File: config.mk
export PLATFORM = sky130hd
export DESIGN_NAME = psm_ctrl
export DESIGN_NICKNAME = d
export VERILOG_FILES = /design/src/hw/rtl/psm_pkg.sv /design/src/hw/rtl/psm_ctrl.sv
export SDC_FILE = /design/constraint.sdc
export NUM_CORES = 1
export LEC_CHECK = 0
export ABC_AREA = 1
export BUFFER_PORTS_ARGS = -buffer_cell sky130_fd_sc_hd__buf_4
export CELL_PAD_IN_SITES_DETAIL_PLACEMENT = 1
export CELL_PAD_IN_SITES_GLOBAL_PLACEMENT = 1
export CORE_MARGIN = 5
export CORE_UTILIZATION = 36
export DETAILED_ROUTE_END_ITERATION = 16
export GPL_ROUTABILITY_DRIVEN = 0
export PLACE_DENSITY = 0.9
export SLEW_MARGIN = 5
export SYNTH_ARGS = -nofsm -noshare
export SYNTH_HDL_FRONTEND = slang
export SYNTH_SLANG_ARGS = --single-unit
File: constraint.sdc
create_clock -name clk -period 3 [get_ports clk]
set_clock_uncertainty 0.1 [all_clocks]
set_input_delay 0.6 -clock clk [delete_from_list [all_inputs] [get_ports clk]]
set_output_delay 0.6 -clock clk [all_outputs]
set_load 0.01 [all_outputs]
File: src/hw/rtl/psm_pkg.sv
package psm_pkg;

	localparam int WORD_BITS   = 32;
	localparam int STACK_DEPTH = 512;
	localparam int SAW         = $clog2(STACK_DEPTH);
	localparam int PC_W        = 11;
	localparam int ARG_W       = 11;
	localparam int LEV_W       = 2;
	localparam int MAX_LEVEL   = 3;
	localparam int SUM_W       = ((SAW > ARG_W) ? SAW : ARG_W) + 1;
	localparam int INIT_CELLS  = 4;
	localparam int INIT_W      = $clog2(INIT_CELLS);

	typedef logic [WORD_BITS-1:0] word_t;

	localparam logic [2:0] FC_LIT = 3'd0;
	localparam logic [2:0] FC_OPR = 3'd1;
	localparam logic [2:0] FC_LOD = 3'd2;
	localparam logic [2:0] FC_STO = 3'd3;
	localparam logic [2:0] FC_CAL = 3'd4;
	localparam logic [2:0] FC_INT = 3'd5;
	localparam logic [2:0] FC_JMP = 3'd6;
	localparam logic [2:0] FC_JPC = 3'd7;

	localparam logic [ARG_W-1:0] OP_RET = 11'd0;
	localparam logic [ARG_W-1:0] OP_NEG = 11'd1;
	localparam logic [ARG_W-1:0] OP_ADD = 11'd2;
	localparam logic [ARG_W-1:0] OP_SUB = 11'd3;
	localparam logic [ARG_W-1:0] OP_MUL = 11'd4;
	localparam logic [ARG_W-1:0] OP_DIV = 11'd5;
	localparam logic [ARG_W-1:0] OP_REM = 11'd6;
	localparam logic [ARG_W-1:0] OP_EQ  = 11'd8;
	localparam logic [ARG_W-1:0] OP_NE  = 11'd9;
	localparam logic [ARG_W-1:0] OP_LT  = 11'd10;
	localparam logic [ARG_W-1:0] OP_LE  = 11'd11;
	localparam logic [ARG_W-1:0] OP_GT  = 11'd12;
	localparam logic [ARG_W-1:0] OP_GE  = 11'd13;

	localparam logic [1:0] FAULT_NONE   = 2'd0;
	localparam logic [1:0] FAULT_DIV    = 2'd1;
	localparam logic [1:0] FAULT_BOUNDS = 2'd2;

	typedef struct packed {
		logic [2:0]       function_code;
		logic [LEV_W-1:0] level;
		logic [ARG_W-1:0] argument;
	} in_item_t;

	typedef struct packed {
		logic [PC_W-1:0]             next_pc;
		logic signed [WORD_BITS-1:0] top_value;
		logic [SAW-1:0]              top_index;
		logic                        halted;
		logic [1:0]                  fault;
	} out_item_t;

	typedef enum logic [2:0] {
		RS_TOP, RS_TOPM1, RS_WB, RS_ADDR, RS_BASE1, RS_BASE2
	} rd_sel_t;

	typedef enum logic [2:0] {
		WA_TOP, WA_TOPM1, WA_TOPP1, WA_TOPP2, WA_TOPP3, WA_ADDR
	} wr_sel_t;

	typedef enum logic [2:0] {
		WD_RES, WD_RD, WD_ARG, WD_WB, WD_BASE, WD_NEXT
	} wd_sel_t;

	typedef enum logic [2:0] {
		T_KEEP, T_INC, T_DEC, T_ADDARG, T_BASEM1
	} top_upd_t;

	typedef enum logic [1:0] {
		B_KEEP, B_TOPP1, B_DYN
	} base_upd_t;

	typedef enum logic [1:0] {
		N_KEEP, N_ARG, N_RET
	} next_upd_t;

	typedef struct packed {
		logic      accept;
		logic      rd_en;
		rd_sel_t   rd_sel;
		logic      cap_x;
		logic      cap_y;
		logic      walk_step;
		logic      alu;
		logic      div_start;
		logic      wr_en;
		wr_sel_t   wr_sel;
		wd_sel_t   wd_sel;
		top_upd_t  top_upd;
		base_upd_t base_upd;
		next_upd_t next_upd;
		logic      fault_set;
		logic [1:0] fault_code;
		logic      out_load;
	} cmd_t;

	typedef struct packed {
		logic [2:0] fc;
		logic op_ret;
		logic op_unary;
		logic op_binary;
		logic op_div;
		logic t_full;
		logic t_zero;
		logic cal_bad;
		logic base_bad;
		logic link_bad;
		logic dyn_bad;
		logic addr_bad;
		logic alloc_bad;
		logic cnt_zero;
		logic div_zero;
		logic div_busy;
		logic rd_zero;
		logic out_busy;
	} stat_t;

endpackage

File: src/hw/rtl/psm_ctrl.sv
module psm_ctrl import psm_pkg::*; (
	input  logic  clk,
	input  logic  arst_n,
	input  logic  in_valid,
	output logic  in_ready,
	input  stat_t st,
	output cmd_t  cmd
);

	typedef enum logic [14:0] {
		S_IDLE     = 15'h0001,
		S_DECODE   = 15'h0002,
		S_WALK     = 15'h0004,
		S_WALK_UPD = 15'h0008,
		S_RET_A    = 15'h0010,
		S_RET_B    = 15'h0020,
		S_RD_T     = 15'h0040,
		S_DATA     = 15'h0080,
		S_ALU      = 15'h0100,
		S_DIV      = 15'h0200,
		S_WR_ALU   = 15'h0400,
		S_CAL2     = 15'h0800,
		S_CAL3     = 15'h1000,
		S_RDTOP    = 15'h2000,
		S_OUT      = 15'h4000
	} state_t;

	state_t state_q;
	state_t state_d;

	assign in_ready = (state_q == S_IDLE);

	always_ff @(posedge clk or negedge arst_n) begin
		if (!arst_n) begin
			state_q <= S_IDLE;
		end else begin
			state_q <= state_d;
		end
	end

	// Every bounds check comes before the first write, so a faulting step
	// leaves the stack, top and base as they were.
	always_comb begin
		cmd     = '0;
		state_d = state_q;
		unique case (state_q)
			S_IDLE: begin
				if (in_valid) begin
					cmd.accept = 1'b1;
					state_d    = S_DECODE;
				end
			end
			S_DECODE: begin
				state_d = S_RDTOP;
				case (st.fc)
					FC_LIT: begin
						if (st.t_full) begin
							cmd.fault_set  = 1'b1;
							cmd.fault_code = FAULT_BOUNDS;
						end else begin
							cmd.wr_en   = 1'b1;
							cmd.wr_sel  = WA_TOPP1;
							cmd.wd_sel  = WD_ARG;
							cmd.top_upd = T_INC;
						end
					end
					FC_OPR: begin
						if (st.op_ret) begin
							if (st.base_bad) begin
								cmd.fault_set  = 1'b1;
								cmd.fault_code = FAULT_BOUNDS;
							end else begin
								cmd.rd_en  = 1'b1;
								cmd.rd_sel = RS_BASE1;
								state_d    = S_RET_A;
							end
						end else if (st.op_unary) begin
							cmd.rd_en  = 1'b1;
							cmd.rd_sel = RS_TOP;
							state_d    = S_DATA;
						end else if (st.op_binary) begin
							if (st.t_zero) begin
								cmd.fault_set  = 1'b1;
								cmd.fault_code = FAULT_BOUNDS;
							end else begin
								cmd.rd_en  = 1'b1;
								cmd.rd_sel = RS_TOPM1;
								state_d    = S_RD_T;
							end
						end
					end
					FC_LOD: state_d = S_WALK;
					FC_STO, FC_CAL: begin
						if ((st.fc == FC_STO && st.t_zero) || (st.fc == FC_CAL && st.cal_bad)) begin
							cmd.fault_set  = 1'b1;
							cmd.fault_code = FAULT_BOUNDS;
						end else begin
							state_d = S_WALK;
						end
					end
					FC_INT: begin
						if (st.alloc_bad) begin
							cmd.fault_set  = 1'b1;
							cmd.fault_code = FAULT_BOUNDS;
						end else begin
							cmd.top_upd = T_ADDARG;
						end
					end
					FC_JMP: cmd.next_upd = N_ARG;
					default: begin
						if (st.t_zero) begin
							cmd.fault_set  = 1'b1;
							cmd.fault_code = FAULT_BOUNDS;
						end else begin
							cmd.rd_en  = 1'b1;
							cmd.rd_sel = RS_TOP;
							state_d    = S_DATA;
						end
					end
				endcase
			end
			S_WALK: begin
				if (!st.cnt_zero) begin
					cmd.rd_en  = 1'b1;
					cmd.rd_sel = RS_WB;
					state_d    = S_WALK_UPD;
				end else begin
					case (st.fc)
						FC_LOD, FC_STO: begin
							if (st.addr_bad || (st.fc == FC_LOD && st.t_full)) begin
								cmd.fault_set  = 1'b1;
								cmd.fault_code = FAULT_BOUNDS;
								state_d        = S_RDTOP;
							end else begin
								cmd.rd_en  = 1'b1;
								cmd.rd_sel = (st.fc == FC_LOD) ? RS_ADDR : RS_TOP;
								state_d    = S_DATA;
							end
						end
						default: begin
							cmd.wr_en  = 1'b1;
							cmd.wr_sel = WA_TOPP1;
							cmd.wd_sel = WD_WB;
							state_d    = S_CAL2;
						end
					endcase
				end
			end
			S_WALK_UPD: begin
				if (st.link_bad) begin
					cmd.fault_set  = 1'b1;
					cmd.fault_code = FAULT_BOUNDS;
					state_d        = S_RDTOP;
				end else begin
					cmd.walk_step = 1'b1;
					state_d       = S_WALK;
				end
			end
			S_RET_A: begin
				cmd.cap_x  = 1'b1;
				cmd.rd_en  = 1'b1;
				cmd.rd_sel = RS_BASE2;
				state_d    = S_RET_B;
			end
			S_RET_B: begin
				if (st.dyn_bad) begin
					cmd.fault_set  = 1'b1;
					cmd.fault_code = FAULT_BOUNDS;
				end else begin
					cmd.top_upd  = T_BASEM1;
					cmd.base_upd = B_DYN;
					cmd.next_upd = N_RET;
				end
				state_d = S_RDTOP;
			end
			S_RD_T: begin
				cmd.cap_x  = 1'b1;
				cmd.rd_en  = 1'b1;
				cmd.rd_sel = RS_TOP;
				state_d    = S_DATA;
			end
			S_DATA: begin
				state_d = S_RDTOP;
				case (st.fc)
					FC_LOD: begin
						cmd.wr_en   = 1'b1;
						cmd.wr_sel  = WA_TOPP1;
						cmd.wd_sel  = WD_RD;
						cmd.top_upd = T_INC;
					end
					FC_STO: begin
						cmd.wr_en   = 1'b1;
						cmd.wr_sel  = WA_ADDR;
						cmd.wd_sel  = WD_RD;
						cmd.top_upd = T_DEC;
					end
					FC_JPC: begin
						if (st.rd_zero) begin
							cmd.next_upd = N_ARG;
						end
						cmd.top_upd = T_DEC;
					end
					default: begin
						cmd.cap_y = 1'b1;
						state_d   = S_ALU;
					end
				endcase
			end
			S_ALU: begin
				if (st.op_div) begin
					if (st.div_zero) begin
						cmd.fault_set  = 1'b1;
						cmd.fault_code = FAULT_DIV;
						state_d        = S_RDTOP;
					end else begin
						cmd.div_start = 1'b1;
						state_d       = S_DIV;
					end
				end else begin
					cmd.alu = 1'b1;
					state_d = S_WR_ALU;
				end
			end
			S_DIV: begin
				if (!st.div_busy) begin
					cmd.alu = 1'b1;
					state_d = S_WR_ALU;
				end
			end
			S_WR_ALU: begin
				cmd.wr_en  = 1'b1;
				cmd.wd_sel = WD_RES;
				if (st.op_unary) begin
					cmd.wr_sel = WA_TOP;
				end else begin
					cmd.wr_sel  = WA_TOPM1;
					cmd.top_upd = T_DEC;
				end
				state_d = S_RDTOP;
			end
			S_CAL2: begin
				cmd.wr_en  = 1'b1;
				cmd.wr_sel = WA_TOPP2;
				cmd.wd_sel = WD_BASE;
				state_d    = S_CAL3;
			end
			S_CAL3: begin
				cmd.wr_en    = 1'b1;
				cmd.wr_sel   = WA_TOPP3;
				cmd.wd_sel   = WD_NEXT;
				cmd.base_upd = B_TOPP1;
				cmd.next_upd = N_ARG;
				state_d      = S_RDTOP;
			end
			S_RDTOP: begin
				cmd.rd_en  = 1'b1;
				cmd.rd_sel = RS_TOP;
				state_d    = S_OUT;
			end
			S_OUT: begin
				if (!st.out_busy) begin
					cmd.out_load = 1'b1;
					state_d      = S_IDLE;
				end
			end
			default: state_d = S_IDLE;
		endcase
	end

endmodule

==> parameters.txt, run 1 <==
Parameter                              Value

Timing
  Final hold violation count ... 0
  Max-slew violations ... 0
  Max-slew headroom at the worst pin ... between 70% and 80%
  Final setup viols ... 0
  Setup TNS ... 0 ns
  Worst slew pin tran ... between 0.4 and 0.5 ns
  Final period demand of the worst path ... around 2.7 ns
  Worst-case setup margin in the final layout ... roughly 0.25 ns
  Max Freq ... between 0.3 and 0.4 GHz
  RSZ-0062 raised after global routing ... no
  Final critical-path share of the clock period ... 91.5%

Synthesis
  Portion of synthesized cell area occupied by the leading cell type ... a little under a quarter
  Net Count, Synth ... about 260
  Register bit total from synthesis ... 15
  Syn Std Cell Area ... roughly 0.0015 mm^2
  Top post-synthesis cells by area ... sky130_fd_sc_hd__dfrtp_1, sky130_fd_sc_hd__nand2_1, sky130_fd_sc_hd__nor2_1, sky130_fd_sc_hd__inv_1, sky130_fd_sc_hd__nand3_1
  Most common library cells after synthesis ... sky130_fd_sc_hd__nand2_1, sky130_fd_sc_hd__nor2_1, sky130_fd_sc_hd__inv_1
  Share of synthesized flip-flops with an asynchronous set or reset ... 100%
  Most frequently used cell type in the post-synthesis netlist ... sky130_fd_sc_hd__nand2_1
  Number of instances in the synthesized netlist ... roughly 240
  Post-synthesis sequential area ratio ... 25.5%
  Avg Inst Size Synth ... around 6.3 um^2
  Library cell with the largest summed area after synthesis ... sky130_fd_sc_hd__dfrtp_1
  Yosys synthesis warning count ... 0
  Most instantiated flip-flop cell in the synthesis netlist ... sky130_fd_sc_hd__dfrtp_1
  Count of cell types in the netlist ... 35
  EDFF count, synth ... 0

CTS
  Setup Fix Bufs, Post-CTS ... 0
  Hold_buf cts ... 0
  Clock Root Buffer ... sky130_fd_sc_hd__clkbuf_8
  Latest clock arrival within the worst-skew pair ... approximately 0.25 ns
  Maximum number of buffers from clock root to sink ... 2
  Number of levels in the clock H-tree ... 1
  Clock tree from TritonCTS ... yes
  Clk slew on worst S/H paths ... roughly 0.06 ns
  Clock sink count ... 15
  Post-cts resize count ... 0
  Number of buffers added by the clock tree synthesis step ... 3

Status
  Status ... finished, final reports clean

Global route
  Antenna violations before repair ... 0
  Vias in the first global route ... 1770
  Wire length of the first global-routing pass ... approximately 8000 um
  Total routing usage reported by global routing ... 18.8%
  Final global-route overflow total ... 0
  Pin count of the biggest net entering global routing ... 16

Final layout
  FILL cells ... around 570
  P&R area growth vs syn ... 30.4%
  Number of diodes added for antenna fixing ... 0
  Area taken by multi-input logic gates ... around 930 um^2
  Max reg flops ... 15
  Share of cells above drive strength 1 ... 30.1%
  Register area ... approximately 380 um^2
  # nets final ... 310
  Register ranked first by flip-flop count ... state_q
  Registers with the most flip-flops ... state_q: 15 flops

Pwr
  Worst vdd rail ir drop ... between 0.15 and 0.2 mV
  Areal power density over the cells ... ~400 mW/mm^2
  Static power due to leakage ... 1.11 nW

Critical path
  Ordered cell list for the critical path ... nor2_2 > nand2_2 > nor2_4 > nand2_1 > inv_2 > nand2_2 > o221ai_1 > buf_4
  Longest individual stage delay on the worst path ... approximately 0.4 ns
  Critical path data arrival time ... just over 2 ns
  Worst reg2reg setup slack ... between 1 and 1.5 ns
  Setup crit start kind ... register
  Depth of the worst register-to-register path ... 10
  Data required time at the worst endpoint ... 2.30 ns
  CP endpoint kind ... primary output
  Cell with the largest stage delay on the worst path ... sky130_fd_sc_hd__dfrtp_1
  Reg-to-Reg Start ... state_q[1]
  R2R Path End ... state_q[0]
  Startpoint-to-endpoint class of the critical path ... reg2out
  Worst Path Max Fanout ... 13
  Critical Path Most Common Cell ... sky130_fd_sc_hd__nand2_2

Detailed routing
  1st-pass router iterations ... 4
  Initial drt markers ... 66
  Remaining DRCs ... 0
  Post-detailed-routing wire length ... around 4900 um
  Count of vias placed by the detailed router ... roughly 1700
  Count of antenna-violating nets left after detailed routing ... 0
  DR WL/cell ... around 15 um
  Via count normalized by instance count ... between 5 and 6

Floorplan
  Effective utilization at floorplan ... between 30% and 40%
  Die extent in x ... 74.1 um
  Core footprint ... around 0.0040 mm^2
  Die area ... about 0.0055 mm^2
  I/O pin count ... 52
  Die H ... between 70 and 80 um
  Number of rows in the core area ... 23

Hold path
  Worst min path class ... in2async

Job
  Maxcap violations ... 0

Place
  Detailed placer's ending HPWL ... around 4200 um
  Number of port buffers ... a little over 50
  Worst setup slack before clock tree synthesis ... around 0.43 ns
[worst max-delay path by stage]
stage,from,to,slack (ns),cells past startpoint
after CTS,state_q[11],cmd[23],0.27,8
after global placement,st[19],cmd[3],0.51,9
after floorplan,st[19],cmd[3],0.84,7
after global routing,state_q[9],cmd[23],0.09,8
final,state_q[11],cmd[23],0.25,8
after detailed placement,st[19],cmd[3],0.43,9
[critical path, delay by kind of cell, from the launching register on]
kind | cells | cell delay [ns]
AND/OR/NAND/NOR | 5 | 0.82
flip-flops | 1 | 0.40
AO/OA/AOI/OAI | 1 | 0.24
buffers and inverters | 2 | 0.33
[per-layer routing]
metal	vias to the layer above	track usage, %	routed length (um)	share of wire (%)
met3	5	2.43	240	4.9
met1	833	22.6	2100	43
li1	858	-	-	-
met5	-	0	0	0
met4	0	6.04	72	1.5
met2	45	34.4	2510	51
[where the power goes]
| part | switching (mW) | internal [mW] |
|---|---|---|
| Combinational | 0.238 | 0.124 |
| Clock | 0.0765 | 0.0943 |
| Sequential | 0.0165 | 0.226 |
| Total | 0.331 | 0.444 |
[final cells by class]
cell class | count | share of cell area, %
clock buffer | 4 | 2.34
inverter | 35 | 6.82
multi-input combinational | 181 | 48.2
sequential | 15 | 19.5
tap | 50 | 3.25
timing repair buffer | 51 | 19.9
[stage by stage]
| stage | cell area [um^2] | std cells | power (mW) | utilization [%] | hold slack, ns |
|---|---|---|---|---|---|
| after floorplan | 1480 | 235 | 0.501 | - | 0.204 |
| after global placement | 1880 | 332 | 0.589 | 47.0 | 0.369 |
| after detailed placement | 1880 | 332 | 0.606 | 47.0 | 0.373 |
| after CTS | 1930 | 336 | 0.779 | 48.2 | 0.102 |
| after global routing | 1930 | 336 | 0.822 | 48.2 | 0.110 |
| final | 1930 | 336 | 0.775 | 48.2 | 0.0954 |
[cells by family (layout without fill, tap and decap cells)]
| logic type | count (synthesis) | after routing | share of synthesized area (%) |
|---|---|---|---|
| AND/OR/NAND/NOR | 157 | 157 | 52.7 |
| AO/OA/AOI/OAI | 24 | 24 | 10.2 |
| buffers and inverters | 39 | 90 | 11.7 |
| flip-flops | 15 | 15 | 25.5 |
[layout by cell type (no fill, tap or decap)]
cell type,instances
sky130_fd_sc_hd__a21oi_1,5
sky130_fd_sc_hd__a31oi_1,1
sky130_fd_sc_hd__and3_2,1
sky130_fd_sc_hd__buf_4,51
sky130_fd_sc_hd__clkbuf_1,1
sky130_fd_sc_hd__clkbuf_8,3
sky130_fd_sc_hd__dfrtp_1,14
sky130_fd_sc_hd__dfstp_2,1
sky130_fd_sc_hd__inv_1,32
sky130_fd_sc_hd__inv_2,3
sky130_fd_sc_hd__nand2_1,50
sky130_fd_sc_hd__nand2_2,8
sky130_fd_sc_hd__nand2_4,2
sky130_fd_sc_hd__nand3_1,20
sky130_fd_sc_hd__nand3_2,1
sky130_fd_sc_hd__nand3b_1,5
sky130_fd_sc_hd__nand3b_4,1
sky130_fd_sc_hd__nand4_1,5
sky130_fd_sc_hd__nor2_1,44
sky130_fd_sc_hd__nor2_2,8
sky130_fd_sc_hd__nor2_4,3
sky130_fd_sc_hd__nor3_1,4
sky130_fd_sc_hd__nor3_4,1
sky130_fd_sc_hd__nor3b_1,1
sky130_fd_sc_hd__nor4_1,1
sky130_fd_sc_hd__o2111ai_1,2
sky130_fd_sc_hd__o211ai_1,1
sky130_fd_sc_hd__o21ai_0,7
sky130_fd_sc_hd__o21ai_1,1
sky130_fd_sc_hd__o21ai_2,2
sky130_fd_sc_hd__o221ai_1,1
sky130_fd_sc_hd__o22ai_1,2
sky130_fd_sc_hd__o31ai_1,2
sky130_fd_sc_hd__or2_1,1
sky130_fd_sc_hd__or2_2,1
Note: power is estimated with default switching activity, not from simulation.
==> inputs of run 2 (changes only) <==
CORE_ASPECT_RATIO = 0.8   (was unset)
SETUP_SLACK_MARGIN = 0.05   (was unset)
==> run 2 against run 1 <==
Total power fell by 0.77%; count of clock-buffer cells in the layout fell by 1; via count fell by 0.23%; fmax rose by 0.57%; core utilization rose by 1.7 points; combinational power fell by 1%; final area rose by 0.39%; register-to-register slack improved by 0.04 ns; critical path type unchanged; largest power group unchanged.
==> parameters.txt, run 2 (synthesis results as in run 1) <==
Parameter                              Value

Detailed routing
  Remaining DRCs ... 0
  DR WL/cell ... roughly 15 um
  1st-pass router iterations ... 4
  Post-detailed-routing wire length ... around 5100 um
  Via count normalized by instance count ... roughly 5
  Initial drt markers ... 57
  Count of vias placed by the detailed router ... about 1700
  Count of antenna-violating nets left after detailed routing ... 0

CTS
  Latest clock arrival within the worst-skew pair ... around 0.25 ns
  Setup Fix Bufs, Post-CTS ... 0
  Clock Root Buffer ... sky130_fd_sc_hd__clkbuf_8
  Maximum number of buffers from clock root to sink ... 2
  Clk slew on worst S/H paths ... around 0.070 ns
  Number of buffers added by the clock tree synthesis step ... 3
  Clock tree from TritonCTS ... yes
  Hold_buf cts ... 0
  Number of levels in the clock H-tree ... 1
  Post-cts resize count ... 0
  Clock sink count ... 15

Final layout
  Post-layout instance area ... between 0.0015 and 0.002 mm^2
  Register ranked first by flip-flop count ... state_q
  Commonest non-fill, non-tap cell in the layout ... sky130_fd_sc_hd__buf_4
  Area taken by multi-input logic gates ... just over 900 um^2
  Register area ... approximately 380 um^2
  # nets final ... 310
  Number of diodes added for antenna fixing ... 0
  Registers with the most flip-flops ... state_q: 15 flops
  FILL cells ... roughly 540
  Utilization after layout ... ~50%
  Share of cells above drive strength 1 ... between 30 and 40%
  P&R area growth vs syn ... 30.9%
  Most used cells in the layout excluding fill and tap cells ... sky130_fd_sc_hd__buf_4, sky130_fd_sc_hd__nand2_1, sky130_fd_sc_hd__nor2_1
  Max reg flops ... 15

Floorplan
  Die extent in x ... 81.6 um
  Core footprint ... about 0.0039 mm^2
  Die area ... around 0.0055 mm^2
  Die H ... slightly below 70 um
  Number of rows in the core area ... 20
  I/O pin count ... 52
  Effective utilization at floorplan ... a little under two fifths

Timing
  Worst slew pin tran ... around 0.4 ns
  Setup TNS ... 0 ns
  Final critical-path share of the clock period ... around 90%
  Final setup viols ... 0
  RSZ-0062 raised after global routing ... no
  Max Freq ... between 0.3 and 0.4 GHz
  Max-slew headroom at the worst pin ... between 70% and 80%
  Final hold violation count ... 0
  Final period demand of the worst path ... approximately 2.7 ns
  Max-slew violations ... 0

Critical path
  Depth of the worst register-to-register path ... 10
  Worst reg2reg setup slack ... about 1.2 ns
  Longest individual stage delay on the worst path ... roughly 0.41 ns
  Startpoint-to-endpoint class of the critical path ... reg2out
  Buf+Inv Stages, Crit Path ... 2
  Critical path data arrival time ... about 2.0 ns
  Worst Path Max Fanout ... 13
  Top delay family on crit path ... simple AND/OR/NAND/NOR gates
  Ordered cell list for the critical path ... nor2_2 > nand2_2 > nor2_4 > nand2_1 > inv_2 > nand2_2 > nor2_1 > nor2_1 > nand2_1 > buf_4
  CP endpoint kind ... primary output
  Data required time at the worst endpoint ... 2.30 ns
  Setup crit start kind ... register
  Cell with the largest stage delay on the worst path ... sky130_fd_sc_hd__dfrtp_1
  Logic depth of the worst setup path including buffers ... 10

Global route
  Wire length of the first global-routing pass ... 8420 um
  Antenna violations before repair ... 0
  Final global-route overflow total ... 0
  Total routing usage reported by global routing ... between 15 and 20%
  Vias in the first global route ... between 1500 and 2000
  Pin count of the biggest net entering global routing ... 16

Job
  Maxcap violations ... 0

Pwr
  Static power due to leakage ... between 1 and 1.5 nW
  Worst vdd rail ir drop ... approximately 0.18 mV
  Areal power density over the cells ... just under 400 mW/mm^2

Place
  Post-Place Cell Area ... about 0.0019 mm^2
  Detailed placer's ending HPWL ... approximately 4300 um
  Number of port buffers ... between 50 and 60

Status
  Status ... finished, final reports clean

Hold path
  Worst min path class ... in2async
## run 2: changes by cell type in the layout (fill, tap and decap cells not counted)
cell	before	now
sky130_fd_sc_hd__clkbuf_1	1	0
sky130_fd_sc_hd__clkinv_2	0	1
## run 2: layer usage
metal | share of wire [%] | wire length (um) | vias up | track usage (%)
met1 | 47 | 2390 | 816 | 26.9
met4 | 1.9 | 97 | 0 | 6.43
met3 | 4.6 | 232 | 8 | 1.33
li1 | - | - | 860 | -
met2 | 46 | 2350 | 53 | 33.7
met5 | 0 | 0 | - | 0
## run 2: worst reg2reg max path: cells and delay by family (launching register included)
kind,cells,cell delay (ns)
and+or+nand+nor,8,1.15
DFF,1,0.41
AOI/OAI and AO/OA,1,0.06
buffers and inverters,1,0.04
## run 2: final timing paths
path                              from          end
setup / recovery            state_q[9]      cmd[26]
max in group asynchronous       arst_n   state_q[0]
min in group clk                 st[8]   state_q[2]
hold reg to reg            state_q[13]  state_q[14]
setup reg to reg            state_q[1]   state_q[0]
hold / removal                  arst_n   state_q[1]
## run 2: per-stage QoR
stage | power, mW | instances | setup WS (ns) | hold slack [ns]
2_1_floorplan | 0.501 | 235 | 0.844 | 0.204
3_5_place_dp | 0.603 | 337 | 0.448 | 0.373
5_1_grt | 0.828 | 341 | 0.102 | 0.106
6_report | 0.769 | 341 | 0.270 | 0.0943
4_1_cts | 0.774 | 341 | 0.286 | 0.0994
3_3_place_gp | 0.588 | 337 | 0.517 | 0.371
## run 2: area by class of cell
| type | instances | share of cell area (%) |
|---|---|---|
| inverters | 35 | 6.79 |
| repair buffers | 51 | 19.8 |
| well taps | 55 | 3.56 |
| clock inverters | 1 | 0.259 |
| flip-flops and latches | 15 | 19.5 |
| multi-input cells | 181 | 48.0 |
| clock buffers | 3 | 2.13 |
## run 2: power by group
part / total [mW] / switching (mW) / leakage, nW / internal (mW)
clock network: 0.169 / 0.0770 / 0.0255 / 0.0920
registers: 0.243 / 0.0172 / 0.205 / 0.226
logic: 0.357 / 0.233 / 0.880 / 0.124
==> inputs of run 3 (changes only) <==
CORE_ASPECT_RATIO = unset   (was 0.8)
CORE_MARGIN = unset   (was 5)
==> run 3 against run 2 <==
Global-route usage is 4.1 points higher; cell count is 2.1% lower; critical endpoint unchanged; first-iteration DRC count down 8.8%; highest routed layer unchanged; wire length shrank 6.0%; combinational power barely moved; final area decreased by 0.52%.
==> parameters.txt, run 3 (synthesis results as in run 1) <==
Parameter                              Value

Status
  Status ... finished, final reports clean

Final layout
  Number of diodes added for antenna fixing ... 0
  Most used cells in the layout excluding fill and tap cells ... sky130_fd_sc_hd__buf_4, sky130_fd_sc_hd__nand2_1, sky130_fd_sc_hd__nor2_1
  P&R area growth vs syn ... 30.2%
  Commonest non-fill, non-tap cell in the layout ... sky130_fd_sc_hd__buf_4
  Register ranked first by flip-flop count ... state_q
  Registers with the most flip-flops ... state_q: 15 flops
  Area taken by multi-input logic gates ... approximately 930 um^2
  Max reg flops ... 15
  Share of cells above drive strength 1 ... 30.1%
  FILL cells ... 532
  Register area ... around 380 um^2
  Post-layout instance area ... 0.00192 mm^2
  # nets final ... 310

Global route
  Total routing usage reported by global routing ... between 20% and 30%
  Final global-route overflow total ... 0
  Antenna violations before repair ... 0
  Wire length of the first global-routing pass ... approximately 8000 um
  Vias in the first global route ... 1802
  Pin count of the biggest net entering global routing ... 16

Critical path
  Reg-to-Reg Start ... state_q[4]
  Setup crit start kind ... register
  CP endpoint kind ... primary output
  Data required time at the worst endpoint ... between 2 and 2.5 ns
  Worst Path Max Fanout ... 13
  Worst reg2reg setup slack ... 1.19 ns
  Critical path data arrival time ... 2.00 ns
  R2R Path End ... state_q[0]
  Depth of the worst register-to-register path ... 10
  Startpoint-to-endpoint class of the critical path ... reg2out

Timing
  Final hold violation count ... 0
  Final setup viols ... 0
  Max-slew violations ... 0
  Final critical-path share of the clock period ... 90.0%
  Setup TNS ... 0 ns
  Max Freq ... between 0.3 and 0.4 GHz
  RSZ-0062 raised after global routing ... no
  Max-slew headroom at the worst pin ... a little over 70%
  Final period demand of the worst path ... 2.70 ns
  Worst slew pin tran ... approximately 0.44 ns

Pwr
  Static power due to leakage ... 1.11 nW
  Proportion of total power due to net switching ... between 40% and 50%
  Clk pwr share ... between 20% and 30%
  Combinational Power Share ... 46.8%
  Internal power ... ~440 uW
  Switch Pwr ... 319 uW
  Worst vdd rail ir drop ... around 0.14 mV
  Areal power density over the cells ... 396 mW/mm^2
  Part of the power in registers ... 31.7%

Detailed routing
  Count of antenna-violating nets left after detailed routing ... 0
  1st-pass router iterations ... 5
  Count of vias placed by the detailed router ... 1740
  Post-detailed-routing wire length ... 4770 um
  Initial drt markers ... 52
  Via count normalized by instance count ... ~5.2
  Remaining DRCs ... 0
  DR WL/cell ... between 10 and 15 um

CTS
  Number of buffers added by the clock tree synthesis step ... 3
  Clk slew on worst S/H paths ... around 0.060 ns
  Clock Root Buffer ... sky130_fd_sc_hd__clkbuf_8
  Hold_buf cts ... 0
  Setup Fix Bufs, Post-CTS ... 0
  Clock sink count ... 15
  Number of levels in the clock H-tree ... 1
  Clock tree from TritonCTS ... yes
  Maximum number of buffers from clock root to sink ... 2
  Latest clock arrival within the worst-skew pair ... between 0.2 and 0.3 ns
  Post-cts resize count ... 0

Hold path
  Worst min path class ... in2async

Floorplan
  I/O pin count ... between 50 and 60
  Core footprint ... 0.00380 mm^2
  Die area ... ~0.0044 mm^2
  Die extent in x ... roughly 66 um
  Number of rows in the core area ... 22
  Effective utilization at floorplan ... around two fifths
  Die H ... about 66 um

Place
  Number of port buffers ... 51
  Detailed placer's ending HPWL ... around 4100 um
  Post-Place Cell Area ... roughly 0.0019 mm^2

Job
  Maxcap violations ... 0
## run 3: power groups by stage
stage               Combinational [mW]  Sequential (mW)  Clock [mW]
floorplan                        0.258            0.242           0
global placement                 0.343            0.245           0
detailed placement               0.354            0.245           0
CTS                              0.356            0.242       0.166
global route                     0.397            0.244       0.175
finish                           0.357            0.242       0.164
## run 3: per-stage QoR
| step | power [mW] | util (%) | setup slack, ns | hold slack [ns] | std cells |
|---|---|---|---|---|---|
| CTS | 0.764 | 50.7 | 0.305 | 0.102 | 334 |
| floorplan | 0.501 | - | 0.844 | 0.204 | 235 |
| global placement | 0.588 | 49.5 | 0.482 | 0.367 | 330 |
| finish | 0.763 | 50.7 | 0.300 | 0.0987 | 334 |
| global route | 0.817 | 50.7 | 0.141 | 0.114 | 334 |
| detailed placement | 0.599 | 49.5 | 0.398 | 0.367 | 330 |
## run 3: worst max path at each step
| stage | depth (start not counted) | startpoint | end | slack, ns |
|---|---|---|---|---|
| after floorplan | 7 | st[19] | cmd[3] | 0.84 |
| after global placement | 9 | st[19] | cmd[3] | 0.48 |
| after detailed placement | 9 | st[19] | cmd[3] | 0.40 |
| after CTS | 10 | state_q[9] | cmd[26] | 0.30 |
| after global routing | 9 | state_q[9] | cmd[17] | 0.14 |
| final | 10 | state_q[9] | cmd[26] | 0.30 |
## run 3: layer usage
metal,vias to the layer above,part of all wire (%),wire (um),GRT usage [%]
met5,-,0,0,0
met4,0,1.9,89,8.24
met3,8,3.8,180,2.41
met2,49,50,2400,43.8
met1,825,44,2100,28.9
li1,858,-,-,-
## run 3: layout make-up
type | instances | share of cell area (%)
inverter | 35 | 6.83
timing repair buffer | 51 | 19.9
tap | 48 | 3.12
multi-input combinational | 181 | 48.2
sequential | 15 | 19.6
clock buffer | 4 | 2.34
## run 3: worst max-delay path, cell delays in order, from the launching register on
cell and delay (ns):
sky130_fd_sc_hd__dfrtp_1 0.41, sky130_fd_sc_hd__nor2_2 0.17, sky130_fd_sc_hd__nand2_2 0.12, sky130_fd_sc_hd__nor2_4 0.29, sky130_fd_sc_hd__nand2_1 0.15, sky130_fd_sc_hd__inv_2 0.14, sky130_fd_sc_hd__nand2_2 0.11, sky130_fd_sc_hd__nor2_1 0.12
sky130_fd_sc_hd__nor2_1 0.05, sky130_fd_sc_hd__nand2_1 0.08, sky130_fd_sc_hd__buf_4 0.11
